## src/hw/rtl/xsmw_pkg.sv

```systemverilog
package xsmw_pkg;

	// Generator word geometry.
	localparam int unsigned WORD_W     = 32;
	localparam int unsigned WORD_COUNT = 4;
	localparam int unsigned IDX_W      = $clog2(WORD_COUNT);
	localparam int unsigned MODE_W     = 2;

	// Seed chain constants.
	localparam logic [WORD_W-1:0] KNUTH_MULT  = 32'd1812433253;
	localparam int unsigned       KNUTH_SHIFT = 30;

	// Width mode codes of the configuration register.
	localparam logic [MODE_W-1:0] MODE_64  = 2'd0;
	localparam logic [MODE_W-1:0] MODE_96  = 2'd1;
	localparam logic [MODE_W-1:0] MODE_128 = 2'd2;
	localparam logic [MODE_W-1:0] MODE_RESET = MODE_128;

	// Request type codes.
	localparam logic REQ_SEED = 1'b0;
	localparam logic REQ_NEXT = 1'b1;

	// Register map.
	localparam int unsigned PADDR_W = 3;
	localparam logic [0:0] REG_WIDTH_MODE = 1'b0;

	// Commands from the controller to the datapath.
	typedef struct packed {
		logic             load_seed;
		logic             seed_step;
		logic [IDX_W-1:0] seed_idx;
		logic             step_next;
		logic             load_out;
		logic             load_skid;
		logic             skid_to_out;
	} xsmw_cmd_t;

	// The unused code behaves as the 128-bit mode.
	function automatic logic [MODE_W-1:0] active_mode(input logic [MODE_W-1:0] mode);
		return (mode == 2'd3) ? MODE_128 : mode;
	endfunction

	// Index of the last active word.
	function automatic logic [IDX_W-1:0] last_index(input logic [MODE_W-1:0] mode);
		logic [MODE_W-1:0] m;
		m = active_mode(mode);
		return IDX_W'(m) + IDX_W'(1);
	endfunction

endpackage

```

## src/hw/rtl/xsmw_ctrl.sv

```systemverilog
module xsmw_ctrl (
	input  logic                        clk,
	input  logic                        arst_n,
	input  logic [xsmw_pkg::MODE_W-1:0] mode,
	input  logic                        in_valid,
	output logic                        in_ready,
	input  logic                        req_type,
	output logic                        out_valid,
	input  logic                        out_ready,
	output xsmw_pkg::xsmw_cmd_t         cmd
);
	import xsmw_pkg::*;

	typedef enum logic {
		ST_IDLE,
		ST_SEED
	} state_t;

	state_t           state_q;
	logic [IDX_W-1:0] idx_q;
	logic             out_valid_q;
	logic             skid_valid_q;
	logic             in_fire;
	logic             out_fire;
	logic             next_fire;
	logic             seed_fire;
	logic             seed_done;

	// Handshake decode.
	assign in_ready  = (state_q == ST_IDLE) && !skid_valid_q;
	assign in_fire   = in_valid && in_ready;
	assign out_fire  = out_valid_q && out_ready;
	assign next_fire = in_fire && (req_type == REQ_NEXT);
	assign seed_fire = in_fire && (req_type == REQ_SEED);
	assign seed_done = (state_q == ST_SEED) && (idx_q == last_index(mode));
	assign out_valid = out_valid_q;

	// Commands for the datapath.
	always_comb begin
		cmd.load_seed   = seed_fire;
		cmd.seed_step   = (state_q == ST_SEED);
		cmd.seed_idx    = idx_q;
		cmd.step_next   = next_fire;
		cmd.load_out    = next_fire && (!out_valid_q || out_ready);
		cmd.load_skid   = next_fire && out_valid_q && !out_ready;
		cmd.skid_to_out = skid_valid_q && out_fire;
	end

	// State, seed word counter and result occupancy.
	always_ff @(posedge clk or negedge arst_n) begin
		if (!arst_n) begin
			state_q      <= ST_IDLE;
			idx_q        <= '0;
			out_valid_q  <= 1'b0;
			skid_valid_q <= 1'b0;
		end else begin
			unique case (state_q)
				ST_IDLE: begin
					if (seed_fire) begin
						state_q <= ST_SEED;
						idx_q   <= '0;
					end
				end
				ST_SEED: begin
					idx_q <= idx_q + IDX_W'(1);
					if (seed_done) begin
						state_q <= ST_IDLE;
					end
				end
				default: begin
					state_q <= ST_IDLE;
				end
			endcase
			out_valid_q  <= cmd.load_out || cmd.skid_to_out || (out_valid_q && !out_ready);
			skid_valid_q <= cmd.load_skid || (skid_valid_q && !out_fire);
		end
	end

endmodule

```

## src/hw/rtl/xsmw_dp.sv

```systemverilog
module xsmw_dp (
	input  logic                        clk,
	input  logic                        arst_n,
	input  logic [xsmw_pkg::MODE_W-1:0] mode,
	input  logic [xsmw_pkg::WORD_W-1:0] seed_value,
	input  xsmw_pkg::xsmw_cmd_t         cmd,
	output logic [xsmw_pkg::WORD_W-1:0] random_value
);
	import xsmw_pkg::*;

	logic [WORD_W-1:0] words_q [WORD_COUNT];
	logic [WORD_W-1:0] chain_q;
	logic [WORD_W-1:0] out_q;
	logic [WORD_W-1:0] skid_q;
	logic [IDX_W-1:0]  last;
	logic [MODE_W-1:0] amode;
	logic [WORD_W-1:0] t_word;
	logic [WORD_W-1:0] z_word;
	logic [WORD_W-1:0] u_word;
	logic [WORD_W-1:0] next_word;
	logic [WORD_W-1:0] mix;
	logic [WORD_W-1:0] seed_word;

	assign amode = active_mode(mode);
	assign last  = last_index(mode);

	// Xorshift step with the shift triple of the active width.
	always_comb begin
		t_word = words_q[0];
		z_word = words_q[last];
		unique case (amode)
			MODE_64: begin
				u_word    = t_word ^ (t_word << 10);
				next_word = (z_word ^ (z_word >> 10)) ^ (u_word ^ (u_word >> 13));
			end
			MODE_96: begin
				u_word    = t_word ^ (t_word << 10);
				next_word = (z_word ^ (z_word >> 26)) ^ (u_word ^ (u_word >> 1));
			end
			default: begin
				u_word    = t_word ^ (t_word << 11);
				next_word = (z_word ^ (z_word >> 19)) ^ (u_word ^ (u_word >> 8));
			end
		endcase
	end

	// One link of the seed chain: one 32x32 multiply and an add.
	assign mix       = chain_q ^ (chain_q >> KNUTH_SHIFT);
	assign seed_word = (KNUTH_MULT * mix) + WORD_W'(cmd.seed_idx) + WORD_W'(1);

	// Generator words.
	always_ff @(posedge clk or negedge arst_n) begin
		if (!arst_n) begin
			for (int i = 0; i < WORD_COUNT; i++) begin
				words_q[i] <= '0;
			end
		end else if (cmd.step_next) begin
			for (int i = 0; i < WORD_COUNT - 1; i++) begin
				if (IDX_W'(i) < last) begin
					words_q[i] <= words_q[i+1];
				end
			end
			words_q[last] <= next_word;
		end else if (cmd.seed_step) begin
			words_q[cmd.seed_idx] <= seed_word;
		end
	end

	// Seed chain register and result buffers.
	always_ff @(posedge clk) begin
		if (cmd.load_seed) begin
			chain_q <= seed_value;
		end else if (cmd.seed_step) begin
			chain_q <= seed_word;
		end
		if (cmd.load_out) begin
			out_q <= next_word;
		end else if (cmd.skid_to_out) begin
			out_q <= skid_q;
		end
		if (cmd.load_skid) begin
			skid_q <= next_word;
		end
	end

	assign random_value = out_q;

endmodule

```

## src/hw/rtl/xorshift_multi_width_prng_core.sv

```systemverilog
// Xorshift pseudo-random generator with a 64, 96 or 128-bit state chosen by
// the width_mode register (address 0, reset value 2 = 128 bits; code 3 acts
// as 2). An input transaction with req_type 1 returns one 32-bit word; it is
// computed in the cycle it is accepted; next requests run at one per cycle
// while the output buffer has room; its two entries let one more be taken
// while a result waits. A req_type 0 transaction seeds the active words
// from seed_value and returns nothing; the single 32x32 multiplier produces
// one word per cycle, so a seed request holds the input until all active
// words are written. The state resets to zero, so zeros are returned until
// the generator is seeded. Write width_mode only while the block is idle.
module xorshift_multi_width_prng_core (
	input  logic                         clk,
	input  logic                         arst_n,
	input  logic                         psel,
	input  logic                         penable,
	input  logic                         pwrite,
	input  logic [xsmw_pkg::PADDR_W-1:0] paddr,
	input  logic [31:0]                  pwdata,
	output logic [31:0]                  prdata,
	output logic                         pready,
	input  logic                         in_valid,
	output logic                         in_ready,
	input  logic                         req_type,
	input  logic [xsmw_pkg::WORD_W-1:0]  seed_value,
	output logic                         out_valid,
	input  logic                         out_ready,
	output logic [xsmw_pkg::WORD_W-1:0]  random_value
);
	import xsmw_pkg::*;

	logic [MODE_W-1:0] width_mode_q;
	xsmw_cmd_t         cmd;
	logic              reg_hit;

	// Configuration register access.
	assign pready  = 1'b1;
	assign reg_hit = (paddr[PADDR_W-1] == REG_WIDTH_MODE);
	assign prdata  = reg_hit ? {{(32-MODE_W){1'b0}}, width_mode_q} : '0;

	always_ff @(posedge clk or negedge arst_n) begin
		if (!arst_n) begin
			width_mode_q <= MODE_RESET;
		end else if (psel && penable && pwrite && pready && reg_hit) begin
			width_mode_q <= pwdata[MODE_W-1:0];
		end
	end

	// Sequencing and result handshake.
	xsmw_ctrl u_ctrl (
		.clk       (clk),
		.arst_n    (arst_n),
		.mode      (width_mode_q),
		.in_valid  (in_valid),
		.in_ready  (in_ready),
		.req_type  (req_type),
		.out_valid (out_valid),
		.out_ready (out_ready),
		.cmd       (cmd)
	);

	// Generator words, seed chain and result registers.
	xsmw_dp u_dp (
		.clk          (clk),
		.arst_n       (arst_n),
		.mode         (width_mode_q),
		.seed_value   (seed_value),
		.cmd          (cmd),
		.random_value (random_value)
	);

endmodule

```

## config.mk

```make
export PLATFORM = sky130hd
export DESIGN_NAME = xorshift_multi_width_prng_core
export DESIGN_NICKNAME = d
export VERILOG_FILES = /design/src/hw/rtl/xsmw_pkg.sv /design/src/hw/rtl/xsmw_ctrl.sv /design/src/hw/rtl/xsmw_dp.sv /design/src/hw/rtl/xorshift_multi_width_prng_core.sv
export SDC_FILE = /design/constraint.sdc
export NUM_CORES = 1
export LEC_CHECK = 0
export BUFFER_PORTS_ARGS = -buffer_cell sky130_fd_sc_hd__buf_4
export CAP_MARGIN = 30
export CELL_PAD_IN_SITES_DETAIL_PLACEMENT = 0
export CELL_PAD_IN_SITES_GLOBAL_PLACEMENT = 2
export CORE_MARGIN = 2
export CORE_UTILIZATION = 44
export CTS_BUF_LIST = sky130_fd_sc_hd__clkbuf_4
export DETAILED_ROUTE_END_ITERATION = 16
export PLACE_DENSITY_LB_ADDON = 0.25
export SYNTH_ARGS = -nofsm -noshare
export SYNTH_HDL_FRONTEND = slang
export SYNTH_HIERARCHICAL = 1
export SYNTH_SLANG_ARGS = --single-unit
```

## constraint.sdc

```tcl
create_clock -name clk -period 17.3 [get_ports clk]
set_input_delay 0.865 -clock clk [delete_from_list [all_inputs] [get_ports clk]]
set_output_delay 0.865 -clock clk [all_outputs]
set_load 0.005 [all_outputs]
```

* Word-level counts from Yosys, hierarchy flattened
Cells that the tools add are included.
Word-level totals: register bits 231, output and inout bits 67, logic and storage cells 103
Cells by class: $add $sub $neg 4, multipliers 1, $lt $le $gt $ge 7, equality and inequality tests 4, mux-type cells 29, bitwise operators 17, reductions and logical operators 29
Operators with widths (number):
- $mux 32 | 14
- $bwmux 128 | 2
- $mux 128 | 2
- $xor 32x32->32 | 5
- $demux 32 s2 | 2
- $bmux 32 s2 | 1
- $pmux 32 s2 | 1
- $add 32x1->32 const B | 1
- $add 32x2->32 | 1
- $mul 31x32->32 const A | 1
- $xor 32x13->32 | 1
- $xor 32x19->32 | 1
- $xor 32x2->32 | 1
- $xor 32x22->32 | 1
- $xor 32x24->32 | 1
- $xor 32x31->32 | 1
- $xor 32x6->32 | 1
- $logic_and 1x1->1 | 17
- $ge 3x3->1 const B | 2
- $lt 3x1->1 const B | 2
- $mux 2 | 3
- $not 2->3 | 2
- $reduce_bool 2->1 | 3
- $add 2x1->2 const B | 2
- 13 further kinds | 23

* Depth between registers and ports, before layout
Gate-level depths: netlist (run 1).
word-level depth 12, mapped depth 27, mapped depth without buffers 26

* Cells and area by module
The synthesis (run 1) kept the hierarchy.
By module, submodules not included:
- xsmw_dp | instances 1, cells an instance 2194, area an instance 21209.1 µm², seq. area each 6085.8 µm²
- xorshift_multi_width_prng_core | instances 1, cells an instance 40, area an instance 362.8 µm², seq. area each 51.3 µm²
- xsmw_ctrl | instances 1, cells an instance 31, area an instance 289.0 µm², seq. area each 125.1 µm²

* Least setup slack after synthesis (run 1)
Ideal clock, no wire load.
path kind flip-flop to flip-flop, start point register u_dp.chain_q[31], end point register u_dp.words_q (netlist bit u_dp/t_word[28]), arrival 6.734 ns, required time 17.175 ns, path slack 10.442 ns, stages on the path, launching flop included 27, path buffers 1, cell sequence edfxtp_1 xor2_1 inv_1 xnor2_1 ha_1 or2_2 ha_1 inv_1 fa_1 inv_1 ha_1 fa_1 fa_1 fa_1 inv_1 fa_1 inv_1 ha_1 buf_2 o21ai_0 nor2b_1 or3_1 o2111a_1 o31ai_1 xnor2_1 o21ai_0 mux2_2
Between the ends: longest elaborated chain between the ends 7
Ends and longest elaborated chain:
- from (decl) | RTL line xsmw_dp.sv:12 | logic [WORD_W-1:0] chain_q;
- from (signal assigned) | RTL line xsmw_dp.sv:72 | chain_q <= seed_value;
- from (signal assigned) | RTL line xsmw_dp.sv:74 | chain_q <= seed_word;
- $xor 32x2->32 | RTL line xsmw_dp.sv:48 | assign mix = chain_q ^ (chain_q >> KNUTH_SHIFT);
- $mul 31x32->32 | RTL line xsmw_dp.sv:49 | assign seed_word = (KNUTH_MULT * mix) + WORD_W'(cmd.seed_idx) + WORD_W'(1);
- $add 32x2->32 | RTL line xsmw_dp.sv:49
- $add 32x1->32 | RTL line xsmw_dp.sv:49
- $bwmux 128 | RTL line xsmw_dp.sv:65 | words_q[cmd.seed_idx] <= seed_word;
- $mux 128 | RTL line xsmw_dp.sv:64 | end else if (cmd.seed_step) begin
- $mux 128 | RTL line xsmw_dp.sv:57 | end else if (cmd.step_next) begin
- to (signal, indexed assignment) | RTL line xsmw_dp.sv:60 | words_q[i] <= words_q[i+1];
- to (signal, indexed assignment) | RTL line xsmw_dp.sv:63 | words_q[last] <= next_word;
- to (signal, indexed assignment) | RTL line xsmw_dp.sv:65
- to (decl) | RTL line xsmw_dp.sv:11 | logic [WORD_W-1:0] words_q [WORD_COUNT];
No other way between the ends. The select of a mux whose other input is x is not followed. A chain may end at the register's enable or synchronous reset.

* Final worst setup path (run 1)
start point register u_dp.chain_q[12], end point register u_dp.chain_q[23], data pin
Between the ends: longest elaborated chain between the ends 6
Ends and longest elaborated chain:
- $xor 32x2->32 | RTL line xsmw_dp.sv:48
- $mul 31x32->32 | RTL line xsmw_dp.sv:49
- $add 32x2->32 | RTL line xsmw_dp.sv:49
- $add 32x1->32 | RTL line xsmw_dp.sv:49
- $mux 32 | RTL line xsmw_dp.sv:73 | end else if (cmd.seed_step) begin
- $mux 32 | RTL line xsmw_dp.sv:71 | if (cmd.load_seed) begin
No other way between the ends. The select of a mux whose other input is x is not followed.

==> results of run 1 <==
layout make-up:
cell class | count | area [um2] | share of cell area (%)
Multi-Input combinational cell | 1658 | 14060 | 59.06
Sequential cell | 231 | 6267 | 26.32
Inverter | 252 | 949.7 | 3.988
Tap cell | 664 | 830.8 | 3.489
Timing Repair Buffer | 106 | 829.5 | 3.484
Clock buffer | 102 | 765.7 | 3.216
Clock inverter | 19 | 102.6 | 0.4309
Antenna cell | 1 | 2.502 | 0.01051
synthesized netlist by cell type, types with 7 or more instances:
master,number
nand2_1,228
buf_2,15
xor2_1,91
nor2b_1,7
dfrtp_1,134
a31oi_1,8
and2_1,14
nand3_1,11
a221oi_1,38
fa_1,147
edfxtp_1,96
mux2i_1,57
a21oi_1,76
a211oi_1,12
nor2_1,156
o221ai_1,7
a22oi_1,22
xnor2_1,209
o211ai_1,13
mux2_2,45
clkbuf_1,92
a21o_1,12
o21a_1,25
buf_4,37
o21ai_0,147
buf_1,8
ha_1,215
o21bai_1,7
inv_1,251
metal layers:
layer / wire length (um) / part of all wire, % / up-vias / track usage (%)
met3: 3616 / 5.4 / 131 / 4.186
li1: - / - / 7655 / -
met4: 2556 / 3.8 / 0 / 11.31
met5: 0 / 0 / - / 0
met1: 28590 / 43 / 8030 / 34.93
met2: 31790 / 48 / 472 / 44.83
kinds of logic after synthesis:
| kind of cell | count (synthesis) | synth area share (%) |
|---|---|---|
| muxes | 104 | 5.065 |
| buffers and inverters | 405 | 7.715 |
| and+or+nand+nor | 455 | 8.785 |
| xor gates and xnor gates | 300 | 12.02 |
| DFF | 231 | 28.65 |
| adders and majority gates | 362 | 25.77 |
| other | 2 | 0.03435 |
| AOI/OAI and AO/OA | 406 | 11.97 |
state kept, by name, indices dropped and copies added (netlist names):
register             flops
u_dp/chain_q            32
u_ctrl/out_valid         1
u_dp/skid_q             32
u_ctrl/idx_q             2
u_dp/t_word             32
u_ctrl/state_q           1
u_dp/random_value       32
width_mode_q             2
u_dp/words_q            96
u_ctrl/skid_valid_q      1
path summary, 6_finish.rpt:
| check | from | end | slack, ns | cells after the start |
|---|---|---|---|---|
| max | u_dp/chain_q[12] | u_dp/chain_q[23] | 9.76 | 21 |
| min | arst_n | u_dp/words_q[28] | 0.17 | 1 |
| max reg2reg | u_dp/chain_q[12] | u_dp/chain_q[23] | 9.76 | 21 |
| min reg2reg | u_dp/words_q[4] | u_dp/words_q[4] | 0.48 | 2 |
| max in group asynchronous | arst_n | width_mode_q[0] | 15.76 | 2 |
| min in group clk | pwdata[0] | width_mode_q[0] | 0.36 | 2 |
cell usage in the layout, fill, tap and decap left out, types with 7 or more instances in the layout:
cell type / synthesis / routed
mux2i_1: 57 / 57
a211oi_1: 12 / 12
xnor2_1: 209 / 209
a31oi_1: 8 / 8
xor2_1: 91 / 91
nor2_1: 156 / 154
ha_1: 215 / 215
dfrtp_1: 134 / 133
mux2_2: 45 / 45
a21oi_1: 76 / 74
o221ai_1: 7 / 7
edfxtp_1: 96 / 96
and2_1: 14 / 13
conb_1: 2 / 31
o21ai_0: 147 / 147
clkinv_1: 0 / 12
o21a_1: 25 / 25
o211ai_1: 13 / 13
buf_4: 37 / 102
a221oi_1: 38 / 38
a21o_1: 12 / 12
a22oi_1: 22 / 22
fa_1: 147 / 147
o21bai_1: 7 / 7
nand2_1: 228 / 227
nand3_1: 11 / 11
inv_1: 251 / 250
clkbuf_4: 0 / 102
per-stage QoR:
stage / setup slack [ns] / cells / hold slack [ns] / cell area (um2) / util, %
floorplan: 10.44 / 2294 / 0.4497 / 21970 / -
global placement: 9.822 / 2906 / 0.4642 / 22870 / 46.73
detailed placement: 9.778 / 2911 / 0.4720 / 22940 / 46.87
CTS: 9.707 / 3032 / 0.1550 / 23810 / 48.64
global route: 9.359 / 3033 / 0.2145 / 23810 / 48.65
finish: 9.755 / 3033 / 0.1686 / 23810 / 48.65
==> results.md, run 1 <==
- Synth area leaders: dfrtp_1, fa_1, edfxtp_1
- Initial antenna violation count: 2
- CP cell instances: ha_1 -> ha_1 -> fa_1 -> inv_1 -> fa_1 -> inv_1 -> fa_1 -> fa_1 -> fa_1 -> inv_1 -> fa_1 -> inv_1 -> ha_1 -> o211a_1 -> a211oi_1 -> o31ai_1 -> a211oi_1 -> o21bai_1 -> a21oi_1 -> xor2_1 -> o21ai_0
- Total negative slack: 0 ns
- Clock root buffer: clkbuf_4
- Setup Fix Bufs, Post-CTS: 0
- # hold bufs at CTS: 0
- Critical Path RT: 17.73 ns
- Max-slew headroom: 31.14%
- Mapped Cells: 2,265
- Critical path buffer and inverter count: 4
- Sequential area share after synthesis: 28.65%
- Critical-path maximum fanout: 10
- # IOs: 142
- Routed WL: 66.56 mm
- Die ar.: 51,480 um2
- Area grow syn2layout: 8.928%
- Synth unique cells: 72
- F_max: 0.1325 GHz
- Hold Crit Class: input port to async pin
- Die X: 226.9 um
- Pre-antenna DRT Iters: 5
- Tmin final: 7.545 ns
- Worst skew pair latency: 0.76 ns
- Largest net degree at the start of global routing: 78
- CP max stage cell: edfxtp_1
- Count of filler cells inserted in the layout: 4,671
- Die height: 226.9 um
- Vias in the first global route: 16,880
- CP top delay family: adder cells
- Final Max Tran Viols: 0
- Syn Area/Cell: 9.652 um2
- Clock Sink Count: 231
- CTS tree: yes
- Worst Setup End Kind: flop
- Post-Syn Area: 21,860 um2
- Post-CTS sizing: 0
- Number of synthesized flops with an enable pin: 96
- Post-synth top area cell: dfrtp_1
- # rows: 81
- IO buf count: 78
- Worst EP arrival: 7.98 ns
- Crit share post-route: 43.61%
- Worst Skew: 0.03646 ns
- Ratio of cells with drive above 1 in the final layout: 12.37%
- Final Hold Violating Endpoints: 0
- Max-cap check violation count: 0
- Total GRT Usage: 26.93%
- Clk buf depth: 3
- Unrepaired setup endpoints after global routing: false
- Remaining Overflow, GRT: 0
- Via density: 5.370
- Biggest cell delay along the critical path: 0.82 ns
- Critical path launch point type: flop
- Total CTS buffers: 68
- Asr flop ratio synth: 58.44%
- Top cell by count, worst path: fa_1
- Layout Nets: 2,754
- Worst-margin pin slew: 1.029 ns
- Top FF cell, synth: dfrtp_1
- Core ar.: 48,950 um2
- Remaining antenna violation count: 0
- DRC violations left: 0
- Critical path type: flop to flop
- Outcome: finished, final reports clean
- Vias: 16,290
- #FFs+latches synth: 231
- First-pass GRT wire length: 102.5 mm
- Synth top area share: 15.34%
- Synth warn: 6
- Mean routed wirelength per cell: 21.94 um
- DR iter-0 viols: 1,091
- Number of H-tree levels: 3
- Final setup vio count: 0
- Placer Congestion: 0.8902
- CTS clock-pin slew for the worst setup and hold paths: 0.06 ns
- HPWL Detailed: 48.99 mm
- Initial Util: 44.66%
Power of run 1 is left out: the tool's default activity adds up to more than one toggle a clock period on the data nets, which glitch-free logic cannot reach.
==> inputs of run 2 (changes only) <==
CORE_UTILIZATION = 41   (was 44)
clock period = 7.3 ns   (was 17.3 ns; I/O delays follow)
==> run 2 against run 1 <==
  * Critical path depth increased by 1
  * Maximum frequency increased by 8.3%
  * Global-route usage decreased by 1.6 points
  * Setup slack got worse by 9.4 ns
  * Largest cell class unchanged
  * Clock skew increased by 0.042 ns
  * Worst hold slack got worse by 0.064 ns
==> results.md, run 2 (synthesis gave the netlist of run 1 again) <==
- Pre-antenna DRT Iters: 5 (unchanged)
- Worst skew pair latency: 0.81 ns (was 0.76 ns)
- Ratio of cells with drive above 1 in the final layout: 13.60% (was 12.37%)
- Total GRT Usage: 25.34% (was 26.93%)
- Area grow syn2layout: 12.55% (was 8.928%)
- HPWL Detailed: 50.93 mm (was 48.99 mm)
- Die height: 234.9 um (was 226.9 um)
- Core ar.: 52,660 um2 (was 48,950 um2)
- Layout Nets: 2,834 (was 2,754)
- Total negative slack: 0 ns (unchanged)
- Unrepaired setup endpoints after global routing: false (unchanged)
- Clock Sink Count: 231 (unchanged)
- Count of filler cells inserted in the layout: 5,087 (was 4,671)
- CTS clock-pin slew for the worst setup and hold paths: 0.06 ns (about the same)
- Routed WL: 69.41 mm (was 66.56 mm)
- DRC violations left: 0 (unchanged)
- Outcome: finished, final reports clean (unchanged)
- Clock root buffer: clkbuf_4 (unchanged)
- Die X: 234.9 um (was 226.9 um)
- Critical path launch point type: flop (unchanged)
- Critical-path maximum fanout: 6 (was 10)
- Critical Path RT: 7.76 ns (was 17.73 ns)
- Die ar.: 55,180 um2 (was 51,480 um2)
- DR iter-0 viols: 989 (was 1,091)
- Final setup vio count: 0 (unchanged)
- Vias in the first global route: 17,400 (was 16,880)
- Worst EP arrival: 7.43 ns (was 7.98 ns)
- Vias: 16,620 (was 16,290)
- Tmin final: 6.963 ns (was 7.545 ns)
- CP cell instances: ha_1 -> ha_1 -> fa_1 -> inv_1 -> fa_1 -> inv_1 -> fa_1 -> fa_1 -> fa_1 -> inv_1 -> fa_1 -> inv_1 -> ha_1 -> a21o_1 -> and2_1 -> a21oi_2 -> nand2_1 -> o211a_1 -> a41o_1 -> o41a_1 -> a21oi_1 -> a21oi_1 (was ha_1 -> ha_1 -> fa_1 -> inv_1 -> fa_1 -> inv_1 -> fa_1 -> fa_1 -> fa_1 -> inv_1 -> fa_1 -> inv_1 -> ha_1 -> o211a_1 -> a211oi_1 -> o31ai_1 -> a211oi_1 -> o21bai_1 -> a21oi_1 -> xor2_1 -> o21ai_0)
- # IOs: 142 (unchanged)
- Initial antenna violation count: 1 (was 2)
- First-pass GRT wire length: 106.4 mm (was 102.5 mm)
- Largest net degree at the start of global routing: 93 (was 78)
- IO buf count: 78 (unchanged)
- CTS tree: yes (unchanged)
- Remaining antenna violation count: 0 (unchanged)
- Number of H-tree levels: 3 (unchanged)
- Biggest register: u_dp/words_q (unchanged)
- CP max stage cell: edfxtp_1 (unchanged)
- Most common cell after layout, fill and taps aside: inv_1 (unchanged)
- F_max: 0.1436 GHz (was 0.1325 GHz)
- Worst Skew: 0.07828 ns (was 0.03646 ns)
- Max-slew headroom: 28.95% (was 31.14%)
- Commonest cells after routing, fill and taps aside: inv_1, nand2_1, ha_1 (unchanged)
- Total CTS buffers: 72 (was 68)
- Critical path type: flop to flop (unchanged)
- Remaining Overflow, GRT: 0 (unchanged)
- Placer Congestion: 0.9154 (was 0.8902)
- Max-cap check violation count: 0 (unchanged)
- Biggest cell delay along the critical path: 0.59 ns (was 0.82 ns)
- Register area: 6267 um2 (unchanged)
- Area of the multi-input gates: 14,070 um2 (was 14,060 um2)
- Worst Setup End Kind: flop (unchanged)
- Mean routed wirelength per cell: 22.07 um (was 21.94 um)
- Hold Crit Class: input port to flop (was input port to async pin)
- Final Max Tran Viols: 0 (unchanged)
- Final Hold Violating Endpoints: 0 (unchanged)
- Clk buf depth: 3 (unchanged)
- Worst-margin pin slew: 1.063 ns (was 1.029 ns)
- # rows: 84 (was 81)
- Max reg flops: 96 (unchanged)
- Via density: 5.283 (was 5.370)
- Initial Util: 41.52% (was 44.66%)
- Top cell by count, worst path: fa_1 (unchanged)
- Crit share post-route: 95.39% (was 43.61%)
-- run 2: cell count changes in the layout (fill, tap and decap cells not counted), moves of 2 or more --
cell           delta
buf_4            +36
clkbuf_4          +3
clkinv_1          +8
clkinv_4          +2
dlygate4sd3_1    +40
-- run 2: stage by stage --
stage | hold slack [ns] | std cells | area (um2) | util, % | setup slack, ns
final | 0.1051 | 3145 | 24600 | 46.73 | 0.3365
after detailed placement | 0.4709 | 2964 | 23170 | 44.00 | 0.3521
after global placement | 0.4620 | 2962 | 23140 | 43.95 | 0.3283
after floorplan | 0.06941 | 2294 | 21970 | - | 0.4416
after CTS | 0.04433 | 3136 | 24490 | 46.52 | 0.2618
after global routing | 0.1087 | 3145 | 24600 | 46.73 | 0.01161
-- run 2: path summary, 6_finish.rpt --
| path | slack [ns] | from | depth (start not counted) | end |
|---|---|---|---|---|
| max in group asynchronous | 5.42 | arst_n | 5 | u_dp/words_q[76] |
| min in group asynchronous | 0.54 | arst_n | 3 | u_dp/words_q[67] |
| hold / removal | 0.11 | in_valid | 4 | u_ctrl/idx_q[0] |
| setup reg to reg | 0.34 | u_dp/chain_q[17] | 22 | u_dp/chain_q[31] |
| setup / recovery | 0.34 | u_dp/chain_q[17] | 22 | u_dp/chain_q[31] |
| hold reg to reg | 0.49 | u_dp/words_q[76] | 2 | u_dp/t_word[12] |
-- run 2: layer usage --
| metal | up-vias | global-route usage (%) | part of all wire, % | wire length [um] |
|---|---|---|---|---|
| met4 | 0 | 9.187 | 3.3 | 2286 |
| met5 | - | 0 | 0 | 0 |
| li1 | 7825 | - | - | - |
| met3 | 123 | 4.441 | 5.1 | 3509 |
| met2 | 476 | 42.15 | 48 | 33400 |
| met1 | 8191 | 33.07 | 44 | 30210 |
-- run 2: final cells by class --
| type | instances | area share, % |
|---|---|---|
| sequential | 231 | 25.47 |
| timing repair buffer | 182 | 6.158 |
| inverter | 252 | 3.860 |
| clock buffer | 105 | 3.204 |
| multi-input combinational | 1658 | 57.20 |
| clock inverter | 28 | 0.5950 |
| tap | 688 | 3.499 |
| antenna | 1 | 0.01017 |
-- run 2: what timing repair did --
action                     4_1_cts  5_1_grt
buffers inserted                 0        4
resized for setup                0        2
hold buffers                    39        1
hold endpoints to repair       128       20
setup endpoints to repair        0        1
-- run 2: critical path, delay by kind of cell, from the launching register on --
kind            cells  cell delay, ns
flops               1            0.59
fa+ha+maj           9            4.01
buf+inv             4            0.20
simple gates        2            0.25
compound gates      7            1.60
Power of run 2 is left out for the same reason.
==> inputs of run 3 (changes only) <==
PLACE_DENSITY_LB_ADDON = 0.1   (was 0.25)
==> run 3 against run 2 <==
  * Register-to-register slack lost 0.02 ns
  * Global-route usage up 1.1 points
  * Flip-flop and latch count did not move
  * First-iteration DRC count increased by 4.2%
  * Cell count increased by 0.16%
  * Wire length grew 3.2%
  * Critical path depth rose by 2
  * Setup slack lost 0.015 ns
  * Via count grew 0.22%
  * Critical path type unchanged
==> results.md, run 3 (synthesis gave the netlist of run 1 again) <==
- Critical-path maximum fanout: 5 (was 6)
- Number of H-tree levels: 3 (unchanged)
- # IOs: 142 (unchanged)
- Count of filler cells inserted in the layout: 5,135 (was 5,087)
- First-pass GRT wire length: 110.2 mm (was 106.4 mm)
- Most common cell after layout, fill and taps aside: inv_1 (unchanged)
- Mean routed wirelength per cell: 22.74 um (was 22.07 um)
- Max-slew headroom: 31.27% (was 28.95%)
- Total CTS buffers: 75 (was 72)
- Clock Sink Count: 231 (unchanged)
- Tmin final: 6.979 ns (was 6.963 ns)
- Worst-margin pin slew: 1.031 ns (was 1.063 ns)
- Initial Util: 41.52% (unchanged)
- Clock root buffer: clkbuf_4 (unchanged)
- Layout Nets: 2,833 (was 2,834)
- Ratio of cells with drive above 1 in the final layout: 13.59% (was 13.60%)
- Worst Skew: 0.07166 ns (was 0.07828 ns)
- Setup Fix Bufs, Post-CTS: 0 (unchanged)
- F_max: 0.1433 GHz (was 0.1436 GHz)
- # rows: 84 (unchanged)
- Crit path launch: u_dp/chain_q[11] (was u_dp/chain_q[17])
- Die ar.: 55,180 um2 (unchanged)
- Unrepaired setup endpoints after global routing: false (unchanged)
- Remaining Overflow, GRT: 0 (unchanged)
- Core ar.: 52,660 um2 (unchanged)
- Critical path launch point type: flop (unchanged)
- Biggest cell delay along the critical path: 0.53 ns (was 0.59 ns)
- Routed WL: 71.64 mm (was 69.41 mm)
- CP max stage cell: fa_1 (was edfxtp_1)
- CTS clock-pin slew for the worst setup and hold paths: 0.06 ns (about the same)
- Critical Path RT: 7.83 ns (was 7.76 ns)
- CTS tree: yes (unchanged)
- Worst EP arrival: 7.50 ns (was 7.43 ns)
- Hold Crit Class: input port to flop (unchanged)
- Initial antenna violation count: 2 (was 1)
- Critical path type: flop to flop (unchanged)
- Max reg flops: 96 (unchanged)
- Commonest cells after routing, fill and taps aside: inv_1, nand2_1, ha_1 (unchanged)
- Total GRT Usage: 26.42% (was 25.34%)
- Crit share post-route: 95.60% (was 95.39%)
- Final Max Tran Viols: 0 (unchanged)
- FF-to-FF setup slack: 0.32 ns (was 0.34 ns)
- Max-cap check violation count: 0 (unchanged)
- Pre-antenna DRT Iters: 5 (unchanged)
- Largest net degree at the start of global routing: 88 (was 93)
- Biggest register: u_dp/words_q (unchanged)
- CP cell instances: ha_1 -> ha_1 -> fa_1 -> inv_1 -> fa_1 -> inv_1 -> fa_1 -> inv_1 -> fa_1 -> inv_1 -> fa_1 -> inv_1 -> fa_1 -> inv_1 -> ha_1 -> a211oi_1 -> o21ai_0 -> a21oi_1 -> nand2_1 -> o211a_1 -> a41o_1 -> o41a_1 -> a21oi_1 -> a21oi_1 (was ha_1 -> ha_1 -> fa_1 -> inv_1 -> fa_1 -> inv_1 -> fa_1 -> fa_1 -> fa_1 -> inv_1 -> fa_1 -> inv_1 -> ha_1 -> a21o_1 -> and2_1 -> a21oi_2 -> nand2_1 -> o211a_1 -> a41o_1 -> o41a_1 -> a21oi_1 -> a21oi_1)
- Final setup vio count: 0 (unchanged)
- Worst Setup EP: u_dp/chain_q[31] (unchanged)
- Worst skew pair latency: 0.84 ns (was 0.81 ns)
- DR iter-0 viols: 1,031 (was 989)
- Remaining antenna violation count: 0 (unchanged)
- Die height: 234.9 um (unchanged)
- Worst Setup End Kind: flop (unchanged)
- Register area: 6267 um2 (unchanged)
- Outcome: finished, final reports clean (unchanged)
- Vias in the first global route: 17,530 (was 17,400)
- RR Startpoint: u_dp/chain_q[11] (was u_dp/chain_q[17])
- HPWL Detailed: 52.85 mm (was 50.93 mm)
- DRC violations left: 0 (unchanged)
- Placer Congestion: 0.9335 (was 0.9154)
- IO buf count: 78 (unchanged)
- R2r worst-path depth: 24 (was 22)
- Area grow syn2layout: 12.65% (was 12.55%)
- Clk buf depth: 3 (unchanged)
- Total negative slack: 0 ns (unchanged)
- Via density: 5.286 (was 5.283)
- Area of the multi-input gates: 14,070 um2 (about the same)
- Reg-to-Reg End: u_dp/chain_q[31] (unchanged)
- Final Hold Violating Endpoints: 0 (unchanged)
- Vias: 16,650 (was 16,620)
- Die X: 234.9 um (unchanged)
## run 3: cell types whose count changed in the layout (fill, tap and decap cells not counted), moves of 2 or more
cell      previous run  this run
clkbuf_4           105       109
buf_4              138       136
clkinv_2             5         2
a21oi_2              2         0
diode_2              1         4
clkinv_1            20        23
## run 3: routing by layer
| layer | track usage [%] | routed length [um] | up-vias |
|---|---|---|---|
| met2 | 45.37 | 35110 | 433 |
| met3 | 3.712 | 3119 | 123 |
| met4 | 7.825 | 2075 | 0 |
| met5 | 0 | 0 | - |
| li1 | - | - | 7808 |
| met1 | 34.54 | 31340 | 8288 |
## run 3: metrics by stage
step	utilization [%]	area, um2	setup slack [ns]	hold slack, ns	std cells
after detailed placement	44.05	23200	0.2728	0.4703	2967
after global placement	44.00	23170	0.3188	0.4638	2965
after floorplan	-	21970	0.4416	0.06941	2294
after global routing	46.77	24630	0.02663	0.04615	3150
after CTS	46.69	24580	0.2471	0.01510	3145
final	46.77	24630	0.3211	0.07236	3150
## run 3: critical path: cells and delay by family, from the launching register on
family	cells	cell delay (ns)
adders and majority gates	9	3.84
AOI/OAI and AO/OA	8	1.94
DFF	1	0.50
buffers and inverters	6	0.32
and+or+nand+nor	1	0.08
## run 3: repair_timing
| item | in CTS | in global routing |
|---|---|---|
| resized for setup | 0 | 2 |
| hold endpoints to repair | 123 | 0 |
| hold buffers | 39 | 0 |
| setup endpoints to repair | 0 | 4 |
## run 3: area by class of cell
class | instances | area share [%]
sequential | 231 | 25.45
clock buffer | 109 | 3.323
multi-input combinational | 1658 | 57.15
antenna | 4 | 0.04064
clock inverter | 30 | 0.7164
inverter | 252 | 3.856
tap | 688 | 3.495
timing repair buffer | 178 | 5.970
## run 3: worst min-delay path by stage
stage,startpoint,end,slack (ns),cells after the start
3_3_place_gp,u_dp/words_q[18],u_dp/words_q[18],0.46,2
4_1_cts,in_valid,u_ctrl/skid_valid_q,0.02,3
3_5_place_dp,u_dp/words_q[18],u_dp/words_q[18],0.47,2
5_1_grt,in_valid,u_ctrl/idx_q[0],0.05,4
2_1_floorplan,arst_n,u_ctrl/idx_q[0],0.07,0
6_report,in_valid,u_ctrl/skid_valid_q,0.07,3
Power of run 3 is left out for the same reason.
